$ cat src/hw/rtl/llpe_pkg.sv
package llpe_pkg;

  localparam int STEP_X_LOG2 = 2;
  localparam int STEP_Y_LOG2 = 2;
  localparam int STEP_X      = 1 << STEP_X_LOG2;
  localparam int STEP_Y      = 1 << STEP_Y_LOG2;
  localparam int MAX_WIDTH   = 2048;
  localparam int MAX_HEIGHT  = 2048;
  localparam int COL_LIMIT   = (MAX_WIDTH  < 2048) ? MAX_WIDTH  : 2048;
  localparam int ROW_LIMIT   = (MAX_HEIGHT < 2048) ? MAX_HEIGHT : 2048;

  localparam int PIX_W   = 8;
  localparam int COL_W   = 11;
  localparam int ROW_W   = 11;
  localparam int SROW_W  = 9;
  localparam int COEF_W  = 16;
  localparam int DIFF_W  = COL_W + 1;
  localparam int PROD_W  = DIFF_W + COEF_W;
  localparam int GRID_W  = 12;
  localparam int FRAC_W  = 15;
  localparam int CFG_A_W = 2;

  localparam logic [COL_W-1:0] COL_MAX  = COL_W'(COL_LIMIT - 1);
  localparam logic [ROW_W-1:0] ROW_MAX  = ROW_W'(ROW_LIMIT - 1);
  localparam logic [ROW_W-1:0] ROW_MASK = ROW_W'(STEP_Y - 1);
  localparam logic [GRID_W-1:0] GX_KEEP = ~GRID_W'(STEP_X - 1);
  localparam logic [GRID_W-1:0] GY_KEEP = ~GRID_W'(STEP_Y - 1);
  localparam logic signed [PROD_W-1:0] TRUNC_BIAS = PROD_W'((1 << FRAC_W) - 1);

  typedef logic signed [COEF_W-1:0] coef_t;
  typedef logic signed [DIFF_W-1:0] diff_t;
  typedef logic signed [PROD_W-1:0] prod_t;
  typedef logic signed [GRID_W-1:0] grid_t;

  typedef enum logic [CFG_A_W-1:0] {
    CFG_COS_ANGLE   = 2'd0,
    CFG_SIN_ANGLE   = 2'd1,
    CFG_MIDDLE_COL  = 2'd2,
    CFG_BRIGHT_THR  = 2'd3
  } cfg_idx_t;

endpackage

$ cat src/hw/rtl/laser_line_profile_extractor.sv
// Laser line profile extractor.
// Input channel (in_*): one RGB pixel per transfer in raster order, with
// in_start_of_frame on the first pixel of an image and in_end_of_row on the
// last pixel of each row. Every fourth row is searched for its first pixel
// whose red, green and blue all exceed the threshold.
// Result channel (out_*): one transfer per searched row, carrying the index
// of the searched row, the found flag and the rotated point floored to the grid.
// Config channel (cfg_*): always ready; write only while no results pend.
// Throughput: one pixel per cycle while out_ready is high. A row result
// passes the offset register, the multiplier register and the result
// register before it appears on out_valid; a stall can hold it in any of them.
// Stall: the three stages advance together; while a result waits with
// out_ready low, in_ready is low and nothing moves.
// Reset: rst_n (synchronous, active low) clears counters and valids and
// loads the register defaults (cos 32767, sin 0, middle 1024, threshold 70).
module laser_line_profile_extractor (
  input  logic                                clk,
  input  logic                                rst_n,
  input  logic                                in_valid,
  output logic                                in_ready,
  input  logic [llpe_pkg::PIX_W-1:0]          in_red,
  input  logic [llpe_pkg::PIX_W-1:0]          in_green,
  input  logic [llpe_pkg::PIX_W-1:0]          in_blue,
  input  logic                                in_end_of_row,
  input  logic                                in_start_of_frame,
  output logic                                out_valid,
  input  logic                                out_ready,
  output logic [llpe_pkg::SROW_W-1:0]         out_row_index,
  output logic signed [llpe_pkg::GRID_W-1:0]  out_grid_x,
  output logic signed [llpe_pkg::GRID_W-1:0]  out_grid_y,
  output logic                                out_found,
  input  logic                                cfg_valid,
  output logic                                cfg_ready,
  input  logic [llpe_pkg::CFG_A_W-1:0]        cfg_index,
  input  logic [llpe_pkg::COEF_W-1:0]         cfg_data
);

  llpe_pkg::coef_t                  cos_r, sin_r;
  logic [llpe_pkg::COL_W-1:0]       middle_r;
  logic [llpe_pkg::PIX_W-1:0]       thr_r;

  logic [llpe_pkg::COL_W-1:0]       col_r, col_nxt, hit_col_r, hit_col_nxt;
  logic [llpe_pkg::ROW_W-1:0]       row_r, row_nxt;
  logic [llpe_pkg::SROW_W-1:0]      srow_r, srow_nxt;
  logic                             hit_seen_r, hit_seen_nxt;

  logic [llpe_pkg::COL_W-1:0]       col_base;
  logic [llpe_pkg::ROW_W-1:0]       row_base;
  logic [llpe_pkg::SROW_W-1:0]      srow_base;
  logic                             hit_base, sampled, bright, hit_now, emit;
  logic                             advance, in_xfer;

  logic                             s1_valid_r, s2_valid_r, out_valid_r;
  llpe_pkg::diff_t                  s1_diff_r;
  logic [llpe_pkg::SROW_W-1:0]      s1_row_r, s2_row_r, out_row_r;
  logic                             s1_found_r, s2_found_r, out_found_r;
  llpe_pkg::prod_t                  s2_px_r, s2_py_r;
  llpe_pkg::prod_t                  px_bias, py_bias;
  llpe_pkg::grid_t                  vx, vy, gx_r, gy_r;
  llpe_pkg::diff_t                  diff_nxt;

  assign cfg_ready = 1'b1;
  assign advance   = !out_valid_r || out_ready;
  assign in_ready  = advance;
  assign in_xfer   = in_valid && in_ready;

  // pixel bookkeeping
  always_comb begin
    col_base  = in_start_of_frame ? '0 : col_r;
    row_base  = in_start_of_frame ? '0 : row_r;
    srow_base = in_start_of_frame ? '0 : srow_r;
    hit_base  = in_start_of_frame ? 1'b0 : hit_seen_r;
    sampled   = (row_base & llpe_pkg::ROW_MASK) == '0;
    bright    = (in_red > thr_r) && (in_green > thr_r) && (in_blue > thr_r);
    hit_now   = sampled && !hit_base && bright;
    hit_seen_nxt = hit_base || hit_now;
    hit_col_nxt  = hit_now ? col_base : hit_col_r;
    emit      = in_end_of_row && sampled;
    diff_nxt  = hit_seen_nxt ?
                $signed({1'b0, middle_r}) - $signed({1'b0, hit_col_nxt}) : '0;
    col_nxt   = col_base;
    row_nxt   = row_base;
    srow_nxt  = srow_base;
    if (!in_end_of_row) begin
      if (col_base < llpe_pkg::COL_MAX) begin
        col_nxt = col_base + 1'b1;
      end
    end else begin
      col_nxt = '0;
      row_nxt = (row_base >= llpe_pkg::ROW_MAX) ? '0 : row_base + 1'b1;
      if (sampled) begin
        srow_nxt = srow_base + 1'b1;
      end
    end
  end

  always_ff @(posedge clk) begin
    if (!rst_n) begin
      col_r      <= '0;
      row_r      <= '0;
      srow_r     <= '0;
      hit_seen_r <= 1'b0;
      hit_col_r  <= '0;
    end else if (in_xfer) begin
      col_r      <= col_nxt;
      row_r      <= row_nxt;
      srow_r     <= srow_nxt;
      hit_seen_r <= in_end_of_row ? 1'b0 : hit_seen_nxt;
      hit_col_r  <= hit_col_nxt;
    end
  end

  // config registers
  always_ff @(posedge clk) begin
    if (!rst_n) begin
      cos_r    <= 16'sd32767;
      sin_r    <= '0;
      middle_r <= 11'd1024;
      thr_r    <= 8'd70;
    end else if (cfg_valid && cfg_ready) begin
      case (llpe_pkg::cfg_idx_t'(cfg_index))
        llpe_pkg::CFG_COS_ANGLE:  cos_r    <= cfg_data;
        llpe_pkg::CFG_SIN_ANGLE:  sin_r    <= cfg_data;
        llpe_pkg::CFG_MIDDLE_COL: middle_r <= cfg_data[llpe_pkg::COL_W-1:0];
        llpe_pkg::CFG_BRIGHT_THR: thr_r    <= cfg_data[llpe_pkg::PIX_W-1:0];
        default: ;
      endcase
    end
  end

  // result pipeline
  always_comb begin
    px_bias = s2_px_r + (s2_px_r[llpe_pkg::PROD_W-1] ? llpe_pkg::TRUNC_BIAS : '0);
    py_bias = s2_py_r + (s2_py_r[llpe_pkg::PROD_W-1] ? llpe_pkg::TRUNC_BIAS : '0);
    vx = px_bias[llpe_pkg::FRAC_W +: llpe_pkg::GRID_W];
    vy = py_bias[llpe_pkg::FRAC_W +: llpe_pkg::GRID_W];
  end

  always_ff @(posedge clk) begin
    if (!rst_n) begin
      s1_valid_r  <= 1'b0;
      s2_valid_r  <= 1'b0;
      out_valid_r <= 1'b0;
    end else if (advance) begin
      s1_valid_r  <= in_xfer && emit;
      s2_valid_r  <= s1_valid_r;
      out_valid_r <= s2_valid_r;
    end
  end

  always_ff @(posedge clk) begin
    if (advance) begin
      s1_diff_r   <= diff_nxt;
      s1_row_r    <= srow_base;
      s1_found_r  <= hit_seen_nxt;
      s2_px_r     <= s1_diff_r * cos_r;
      s2_py_r     <= s1_diff_r * sin_r;
      s2_row_r    <= s1_row_r;
      s2_found_r  <= s1_found_r;
      gx_r        <= vx & llpe_pkg::GX_KEEP;
      gy_r        <= vy & llpe_pkg::GY_KEEP;
      out_row_r   <= s2_row_r;
      out_found_r <= s2_found_r;
    end
  end

  assign out_valid     = out_valid_r;
  assign out_row_index = out_row_r;
  assign out_grid_x    = gx_r;
  assign out_grid_y    = gy_r;
  assign out_found     = out_found_r;

endmodule

$ cat config.mk
export PLATFORM = sky130hd
export DESIGN_NAME = laser_line_profile_extractor
export DESIGN_NICKNAME = d
export VERILOG_FILES = /design/src/hw/rtl/llpe_pkg.sv /design/src/hw/rtl/laser_line_profile_extractor.sv
export SDC_FILE = /design/constraint.sdc
export NUM_CORES = 1
export LEC_CHECK = 0
export BUFFER_PORTS_ARGS = -buffer_cell sky130_fd_sc_hd__buf_2
export CAP_MARGIN = 20
export CORE_MARGIN = 4
export CORE_UTILIZATION = 40
export CTS_CLUSTER_SIZE = 30
export DETAILED_ROUTE_END_ITERATION = 16
export GPL_TIMING_DRIVEN = 0
export PLACE_DENSITY = 0.57
export SETUP_SLACK_MARGIN = 0.15
export SLEW_MARGIN = 20
export SYNTH_ARGS = -nofsm -noshare
export SYNTH_HDL_FRONTEND = slang
export SYNTH_SLANG_ARGS = --single-unit
$ cat constraint.sdc
create_clock -name clk -period 5.4 [get_ports clk]
set_input_delay 1.62 -clock clk [delete_from_list [all_inputs] [get_ports clk]]
set_output_delay 1.62 -clock clk [all_outputs]
set_load 0.005 [all_outputs]
-- Word level (Yosys, flattened, before mapping)
Cells that the tools add are included.
Widths: inputs -> output; s select.
- bits in registers: 215
- memory bits (writable): 0
- output and inout bits: 37
- input bits: 49
- logic and storage cells: 70
- ROM bits: 0
- latch bits: 0
- memories kept: 0
- $mul: 2
- muxes and demuxes: 14
- order comparisons: 5
- bitwise gates (word level): 0
- divide/modulo/power cells: 0
- eq/ne operators: 3
- $add $sub $neg: 6
- shifts and indexed selects: 0
- reductions and logical operators: 17
- operator list (cell ; count):
    $mux 11 ; 7
    $mul 12x16->28 ; 2
    $add 27x15->27 ; 2
    $mux 15 ; 2
    $mux 9 ; 3
    $gt 8x8->1 ; 3
    $add 11x1->11 const B ; 2
    $sub 11x11->12 ; 1
    $ge 11x11->1 const B ; 1
    $logic_not 11->1 ; 1
    $lt 11x11->1 const B ; 1
    $add 9x1->9 const B ; 1
    $reduce_and 2->1 ; 4
    $logic_and 1x1->1 ; 7
    $eq 2x2->1 const B ; 2
    $eq 2x1->1 const B ; 1
    $logic_not 1->1 ; 2
    $logic_not 2->1 ; 1
    $logic_or 1x1->1 ; 2
    $mux 1 ; 2

-- Logic depth before layout (Yosys ltp)
Gate-level depths: netlist of the first run.
- depth after elaboration: 6
- depth in mapped cells: 20
- mapped depth without buffers: 19

-- Worst setup path after synthesis of the first run
No wires, ideal clock.
- kind: input to output
- start: in out_ready
- end: out in_ready
- arrival time: 4042 ps
- setup slack: -262 ps
- buffers on the path: 0
- required time: 3780 ps
- stages on the path: 2
- path through: nor2b_1 > inv_1
- word-level cells in the longest chain between the ends: 1
- ends and longest elaborated chain (element ; RTL line ; text):
    start, declared ; laser_line_profile_extractor.sv:27 ; input logic out_ready,
    $logic_or 1x1->1 ; laser_line_profile_extractor.sv:63 ; assign advance = !out_valid_r || out_ready;
    end, declared ; laser_line_profile_extractor.sv:20 ; output logic in_ready,
Every way passes these cells.

-- Final worst setup path of the first run
- start: reg s1_diff_r[7]
- end: reg s2_px_r[23] (data pin)
- word-level cells in the longest chain between the ends: 1
- ends and longest elaborated chain (element ; RTL line ; text):
    start, declared ; laser_line_profile_extractor.sv:54 ; llpe_pkg::diff_t s1_diff_r;
    start signal, assigned ; laser_line_profile_extractor.sv:153 ; s1_diff_r <= diff_nxt;
    $mul 12x16->28 ; laser_line_profile_extractor.sv:156 ; s2_px_r <= s1_diff_r * cos_r;
    end signal, assigned ; laser_line_profile_extractor.sv:156 ;
    end, declared ; laser_line_profile_extractor.sv:57 ; llpe_pkg::prod_t s2_px_r, s2_py_r;
Every way passes these cells.
A chain may end at the register's enable or synchronous reset.

==> results of run 1 <==
==> layer usage <==
metal / global-route usage [%] / vias to the layer above
met1: 26.1 / 9134
met5: 0 / -
met4: 5.96 / 2
met3: 4.19 / 104
met2: 34.6 / 455
li1: - / 8499
==> power breakdown <==
part,switching [mW],internal [mW]
Combinational,1.27,1.06
Sequential,0.106,1.95
Clock,0.774,1.14
Total,2.15,4.14
==> metrics by stage <==
step	instance area (um2)	worst slack, ns	utilization [%]	hold slack [ns]
CTS	28300	-0.159	47.8	0.419
global route	28900	-0.342	48.9	0.421
global placement	25400	-1.56	42.9	0.403
finish	28900	-0.174	48.9	0.418
detailed placement	25400	-1.65	43.0	0.405
floorplan	24000	0.156	-	0.400
==> state kept, by name (all words and copies together), names as in the netlist, 8 cells and up <==
register	cells
s2_row_r	9
out_grid_x	10
s2_py_r	28
s1_row_r	9
out_row_index	9
middle_r	11
sin_r	16
s2_px_r	28
out_grid_y	10
srow_r	9
thr_r	8
row_r	11
s1_diff_r	12
col_r	11
hit_col_r	11
cos_r	16
==> cell families after synthesis <==
kind of cell    count (synthesis)
fa+ha+maj                     542
simple gates                  847
buf+inv                       542
compound gates                289
flops                         215
mux                            19
other cells                     2
xor+xnor                       82
==> path summary, 6_finish.rpt <==
kind                                   start          endpoint  slack, ns  depth (start not counted)
worst max-delay path            s1_diff_r[7]       s2_px_r[23]      -0.17                         20
worst min-delay path             s2_row_r[3]  out_row_index[3]       0.42                          0
worst max register to register  s1_diff_r[7]       s2_px_r[23]      -0.17                         20
worst min register to register   s2_row_r[3]  out_row_index[3]       0.42                          0
==> cell usage after synthesis (all sizes together) (6+ instances only) <==
| cell type | instances | area [um2] |
|---|---|---|
| and3 | 12 | 76.3 |
| nor2b | 45 | 282 |
| xor2 | 23 | 201 |
| xnor2 | 59 | 517 |
| dfxtp | 97 | 1940 |
| mux2i | 17 | 170 |
| nand3 | 56 | 285 |
| fa | 357 | 7150 |
| a21o | 30 | 225 |
| nand2 | 397 | 1490 |
| a21boi | 49 | 368 |
| nand3b | 9 | 67.6 |
| inv | 431 | 1620 |
| and2 | 132 | 826 |
| o211ai | 14 | 105 |
| edfxtp | 118 | 3540 |
| o21bai | 6 | 45.0 |
| nor4 | 10 | 92.6 |
| o21ai | 60 | 308 |
| clkbuf | 102 | 383 |
| nor2 | 88 | 333 |
| ha | 185 | 2310 |
| a21oi | 62 | 314 |
| a211oi | 7 | 52.6 |
| a31oi | 6 | 37.5 |
| nand4 | 16 | 100 |
| nor3 | 27 | 135 |
| nand2b | 26 | 163 |
| buf | 8 | 53.8 |
| o21a | 16 | 120 |
==> layout by cell type, fill, tap and decap left out, types with 50 or more instances in the layout <==
cell / count
buf_4: 92
nand2_1: 384
dfxtp_1: 97
xnor2_1: 54
nand3_1: 50
and2_1: 113
fa_1: 340
buf_2: 82
ha_1: 153
inv_1: 397
nor2_1: 84
edfxtp_1: 118
==> area by class of cell <==
cell class,instances,area (um2)
fill,5476,30200
multi-input combinational,1784,17500
sequential,215,5490
inverter,432,1630
timing repair buffer,193,1500
tap,773,967
buffer,110,935
clock buffer,37,798
clock inverter,13,134
antenna,2,5.00
==> critical path, cell delays in order (launching register included) <==
cell,delay [ns]
edfxtp_1,0.39
buf_4,0.16
clkbuf_8,0.15
and2_1,0.17
fa_1,0.53
inv_2,0.05
fa_2,0.56
inv_2,0.04
fa_2,0.33
fa_1,0.52
inv_2,0.04
fa_1,0.54
inv_2,0.05
ha_4,0.23
a2111oi_4,0.34
and3_4,0.26
o21ai_4,0.10
buf_6,0.14
o31ai_4,0.23
or4b_1,0.45
o211ai_1,0.11
==> repair_timing <==
action,CTS,global route
gates resized for setup,283,160
endpoints found under the setup margin,41,29
buffers inserted,77,32
hold endpoints to repair,0,0
cloned,2,0
pin swaps,86,85
==> results.txt, run 1 <==
area growth from synthesis to layout: 20.8%
Overall Global Routing Usage: 20.2%
final wirelength: 64.1 mm
Simple-Gate Fraction of Synth Area: 17.0%
sequential cell area fraction in the yosys report: 22.9%
Critical Path End Type: flip-flop
DRT iter0 DRCs: 1067
Leak: 13.6 nW
CP required: 5.81 ns
XOR/XNOR Fraction of Synth Area: 3.00%
H-Tree Depth: 1
Synth Area in Compound Gates: 8.13%
Non-Filler Instances: 3559
clock root cell: clkbuf_16
largest family of logic cells by synthesized area: adder cells
Sink Count: 215
startpoint types: flip-flop
router iterations before antenna repair: 5
hold_buf cts: 0
CTS tree: built
Clock transition at path regs: 0.07 ns
Worst slew margin: 39.3%
Die W: 253 um
fmax: 179 MHz
Slew Limit Fails: 0
failing checks: negative setup slack
gpl congestion: 0.864
RSZ-0062 raised after global routing: yes
initial antenna violation count: 4
Power Dens Cells: 218 nW/um2
final worst slack: -0.174 ns
post-route ant nets: 0
final hold violation count: 0
# DRC: 0
routed vias/inst: 5.11
number of top-level pins: 86
Fin Clk Skew: 0.0234 ns
DIE AREA: 63900 um2
Max Buffers Root-to-Sink: 3
Cell Rows: 89
largest net degree at the start of global routing: 34
Port Buffers: 78
Max VDD drop: 0.000213 V
Post-synth EDFFs: 118
DR WL met2: 31.5 mm
WS Path Type: reg2reg
Remaining Overflow, GRT: 0
Worst-Margin Slew: 0.908 ns
Period minus WS final: 5.57 ns
CP max FO: 4
synthesized area: 24000 um2
Initial Util: 40.5%
final setup vio count: 7
DIE HEIGHT: 253 um
DP HPWL: 49.0 mm
fin crit share: 103%
vias in the first global route: 19.2k
CTS buffer count: 27
Async S/R FF share, synth: 0%
status: finished with violations
Clk Latency, worst-skew pair: 0.57 ns
gate count of the mapped netlist: 2538
Synthesis Warnings: 0
synth unique cells: 75
min-delay worst type: reg2reg
first-pass GRT wire length: 102 mm
total power: 6.29 mW
Data arrival, critical path: 5.99 ns
Final #Nets: 3354
WL met3: 4.05 mm
Placed Instances: 3396
max layer used: met5
detailed-route via count: 18.2k
mux contribution to synthesized area: 0.804%
Adder-Cell Fraction of Synth Area: 39.5%
wire length on met1: 26.7 mm
Placeable Area: 59100 um2
post-synthesis register bit count: 215
layout cells sized above 1: 18.5%
syn avg cell area: 9.44 um2
setup_tns: -0.663 ns
Max-cap violations: 0
post-DR wirelength/cell: 18.0 um
Primary FF master, synth: edfxtp_1
Power figures use the tool's default switching activity.
==> inputs of run 2 (changes only) <==
Settings changed: PLACE_DENSITY 0.57 to default.
==> results.txt, run 2 (synthesis results as in run 1) <==
RSZ-0062 raised after global routing: yes
failing checks: negative setup slack
status: finished with violations
crit path launch: s1_diff_r[7]
worst r2r path cells: 19
H-Tree Depth: 1
Final Cell Area: 28800 um2
Slew Limit Fails: 0
vias in the first global route: 19.4k
Worst-Margin Slew: 0.971 ns
final setup vio count: 7
DP HPWL: 48.0 mm
min-delay worst type: reg2reg
Leak: 13.7 nW
hold_buf cts: 0
fin crit share: 103%
crit path buf inv count: 6
Largest stage delay, worst path: 0.54 ns
CP max FO: 4
Die W: 253 um
post-DR wirelength/cell: 18.0 um
Worst slew margin: 35.2%
WS Path Type: reg2reg
fin util: 48.7%
Remaining Overflow, GRT: 0
Clk Latency, worst-skew pair: 0.59 ns
Max VDD drop: 0.000219 V
final worst slack: -0.159 ns
detailed-route via count: 18.6k
worst path cell trace: buf_8 -> and2_4 -> fa_1 -> inv_1 -> fa_1 -> inv_2 -> fa_2 -> fa_1 -> inv_1 -> fa_1 -> inv_2 -> ha_4 -> a2111oi_4 -> and3_4 -> o21ai_4 -> buf_6 -> o31ai_4 -> or4b_4 -> o211ai_1
flop2flop setup slack: -0.16 ns
most common cell after layout, fill and taps aside: inv_1
layout cells sized above 1: 17.7%
startpoint types: flip-flop
final hold violation count: 0
WHS Endpoint: out_row_index[0]
# DRC: 0
Period minus WS final: 5.56 ns
DIE HEIGHT: 253 um
most frequent cells in the layout: inv_1 (416), nand2_1 (388), fa_1 (339), ha_1 (153)
RR Startpoint: s1_diff_r[7]
total power: 6.19 mW
routed vias/inst: 5.22
Overall Global Routing Usage: 19.9%
number of top-level pins: 86
DRT iter0 DRCs: 1299
CP required: 5.80 ns
post-route ant nets: 0
initial antenna violation count: 3
Port Buffers: 78
router iterations before antenna repair: 5
clock root cell: clkbuf_16
Initial Util: 40.5%
final wirelength: 63.9 mm
hold path start: s2_row_r[0]
largest net degree at the start of global routing: 37
fmax: 180 MHz
first-pass GRT wire length: 102 mm
Hold Crit Depth: 0
Largest regs: s2_px_r: 28 flops, s2_py_r: 28 flops
Sink Count: 215
gpl congestion: 0.889
Non-Filler Instances: 3561
Critical Path End Type: flip-flop
Placed Instances: 3395
DIE AREA: 63900 um2
setup_tns: -0.563 ns
CTS buffer count: 27
slowest CP cell: fa_1
Data arrival, critical path: 5.96 ns
largest delay contributor family on the critical path: adder cells
Clock transition at path regs: 0.07 ns
Placeable Area: 59100 um2
Power Dens Cells: 215 nW/um2
Final #Nets: 3357
Fin Clk Skew: 0.0326 ns
area growth from synthesis to layout: 20.2%
r2r endpoint: s2_px_r[23]
Cell Rows: 89
Max Buffers Root-to-Sink: 3
CTS tree: built
dpl cell area: 25400 um2
CP most frequent cell: fa_1
Max-cap violations: 0
==> run 2: changes by cell type in the layout (fill, tap and decap cells not counted), moves of 5 or more <==
cell,delta
and2_4,-5
inv_1,+19
clkbuf_2,+5
buf_12,-5
inv_2,-18
and2_1,+5
buf_6,+6
==> run 2: worst max path at each step <==
stage	end	slack (ns)	cells after the start
floorplan	s2_px_r[23]	0.16	18
global placement	s2_px_r[27]	-1.43	20
detailed placement	s2_px_r[27]	-1.57	20
CTS	s2_px_r[23]	-0.13	19
global route	s2_px_r[27]	-0.36	19
finish	s2_px_r[23]	-0.16	19
==> run 2: report_power, final <==
part / total, mW / switching (mW) / internal (mW)
combinational: 2.32 / 1.25 / 1.06
sequential: 2.06 / 0.110 / 1.95
clock: 1.82 / 0.772 / 1.05
total: 6.19 / 2.14 / 4.06
==> run 2: through the flow <==
stage	setup slack [ns]	hold slack (ns)
after floorplan	0.156	0.400
after global placement	-1.43	0.403
after detailed placement	-1.57	0.405
after CTS	-0.134	0.420
after global routing	-0.355	0.426
final	-0.159	0.418
==> run 2: cell type report <==
type,count,area [um2]
multi-input cells,1784,17400
repair buffers,198,1560
flip-flops and latches,215,5490
plain buffers,108,866
diodes,1,2.50
fillers,5355,30300
clock inverters,18,168
clock buffers,32,716
well taps,773,967
inverters,432,1630
==> run 2: routing by layer <==
metal	part of all wire (%)	global-route usage [%]	vias to the layer above	wire (um)
met5	0	0	-	0
met1	41	26.1	9344	26200
li1	-	-	8506	-
met3	6.6	2.76	137	4230
met4	3.6	6.26	0	2300
met2	49	34.3	595	31200
==> run 2: timing repair <==
action                     4_1_cts  5_1_grt
pin swaps                       85       88
setup buffers                   84       25
cloned                           4        4
resized for setup              270      121
setup endpoints to repair       38       29
==> inputs of run 3 (changes only) <==
Settings changed: BUFFER_PORTS_ARGS -buffer_cell sky130_fd_sc_hd__buf_2 to default, CORE_UTILIZATION 40 to 55, DONT_BUFFER_PORTS from default to 1, PLACE_DENSITY from default to 0.73.
==> results.txt, run 3 (synthesis results as in run 1) <==
Slew Limit Fails: 0
max layer used: met5
router iterations before antenna repair: 5
Cell Rows: 76
Fin Clk Skew: 0.0124 ns
first-pass GRT wire length: 97.1 mm
Remaining Overflow, GRT: 0
initial antenna violation count: 1
Placed Instances: 3129
Initial Util: 55.6%
Clock transition at path regs: 0.06 ns
RSZ-0062 raised after global routing: yes
most common cell after layout, fill and taps aside: inv_1
ant diodes: 0
H-Tree Depth: 1
Critical Path End Type: flip-flop
fmax: 177 MHz
DIE HEIGHT: 217 um
Leak: 13.1 nW
total power: 6.03 mW
Final #Nets: 3262
post-route ant nets: 0
Worst-Margin Slew: 0.917 ns
startpoint types: flip-flop
number of top-level pins: 86
fin crit share: 105%
failing checks: negative setup slack
final worst slack: -0.249 ns
CTS buffer count: 25
vias in the first global route: 19.2k
area growth from synthesis to layout: 16.0%
Clk Latency, worst-skew pair: 0.58 ns
clock root cell: clkbuf_16
Non-Filler Instances: 3275
Overall Global Routing Usage: 25.7%
# DRC: 0
detailed-route via count: 18.4k
post-DR wirelength/cell: 18.7 um
Max VDD drop: 0.000242 V
hold_buf cts: 0
final hold slack: 0.418 ns
final setup vio count: 9
final wirelength: 61.2 mm
dpl ws: -1.64 ns
DP HPWL: 45.0 mm
CP required: 5.72 ns
Port Buffers: 0
DRT iter0 DRCs: 1486
CTS tree: built
DIE AREA: 47000 um2
CP max FO: 5
Worst slew margin: 38.7%
WL met3: 5.89 mm
Max-cap violations: 0
Power Dens Cells: 217 nW/um2
Max Buffers Root-to-Sink: 3
Data arrival, critical path: 5.97 ns
most frequent cells in the layout: inv_1 (412), nand2_1 (394), fa_1 (343), ha_1 (152), and2_1 (119)
Period minus WS final: 5.65 ns
min-delay worst type: reg2reg
gpl congestion: 0.934
Die W: 217 um
Largest regs: s2_px_r: 28 flops, s2_py_r: 28 flops
fin util: 64.5%
Placeable Area: 43100 um2
largest net degree at the start of global routing: 36
routed vias/inst: 5.60
wire length on met1: 22.8 mm
status: finished with violations
DR WL met2: 29.7 mm
final hold violation count: 0
layout cells sized above 1: 14.4%
WS Path Type: reg2reg
Sink Count: 215
run 3: timing repair:
item,CTS,global route
pin swaps,53,66
setup endpoints to repair,37,29
gates cloned,3,0
gates resized for setup,241,120
buffers inserted,69,28
run 3: cell type report:
class                   count  area [um2]
inverters                 432        1630
well taps                 585         732
clock buffers              32         736
fillers                  3294       15300
plain buffers             110         878
clock inverters            14         100
multi-input cells        1784       17300
flip-flops and latches    215        5490
repair buffers            103         936
run 3: path summary, 6_finish.rpt:
| kind | startpoint | end | cells past startpoint | slack [ns] |
|---|---|---|---|---|
| min | s1_row_r[5] | s2_row_r[5] | 0 | 0.42 |
| max reg2reg | s1_diff_r[8] | s2_px_r[27] | 19 | -0.25 |
| max | s1_diff_r[8] | s2_px_r[27] | 19 | -0.25 |
| min reg2reg | s1_row_r[5] | s2_row_r[5] | 0 | 0.42 |
run 3: metrics by stage:
step,TNS [ns],area [um2]
after floorplan,0,24000
after global placement,-39.59,24700
after detailed placement,-20.27,24800
after CTS,-0.313,27200
after global routing,-3.14,27800
final,-0.872,27800
run 3: metal layers:
layer,GRT usage (%),vias up
met1,31.7,9077
met2,43.3,765
met3,6.87,205
li1,-,8302
met5,0,-
met4,9.75,2
run 3: where the power goes:
part	leakage, nW	total (mW)	internal [mW]	switching, mW
registers	2.19	2.07	1.95	0.119
logic	10.5	2.22	1.03	1.19
clock network	0.416	1.74	0.975	0.764
total	13.1	6.03	3.96	2.07
run 3: worst max-delay path, stage by stage (launching register included):
cell and delay, ns:
edfxtp_1 0.53, clkbuf_8 0.23, buf_4 0.11, nand2_1 0.07, fa_1 0.48, inv_1 0.05, fa_1 0.42, fa_1 0.51
fa_1 0.51, inv_1 0.06, fa_1 0.53, inv_1 0.07, ha_4 0.29, nand3_2 0.11, nor2_4 0.15, nand4_1 0.19
o21ai_4 0.33, o22ai_4 0.14, nor4b_4 0.16, nor4_4 0.46
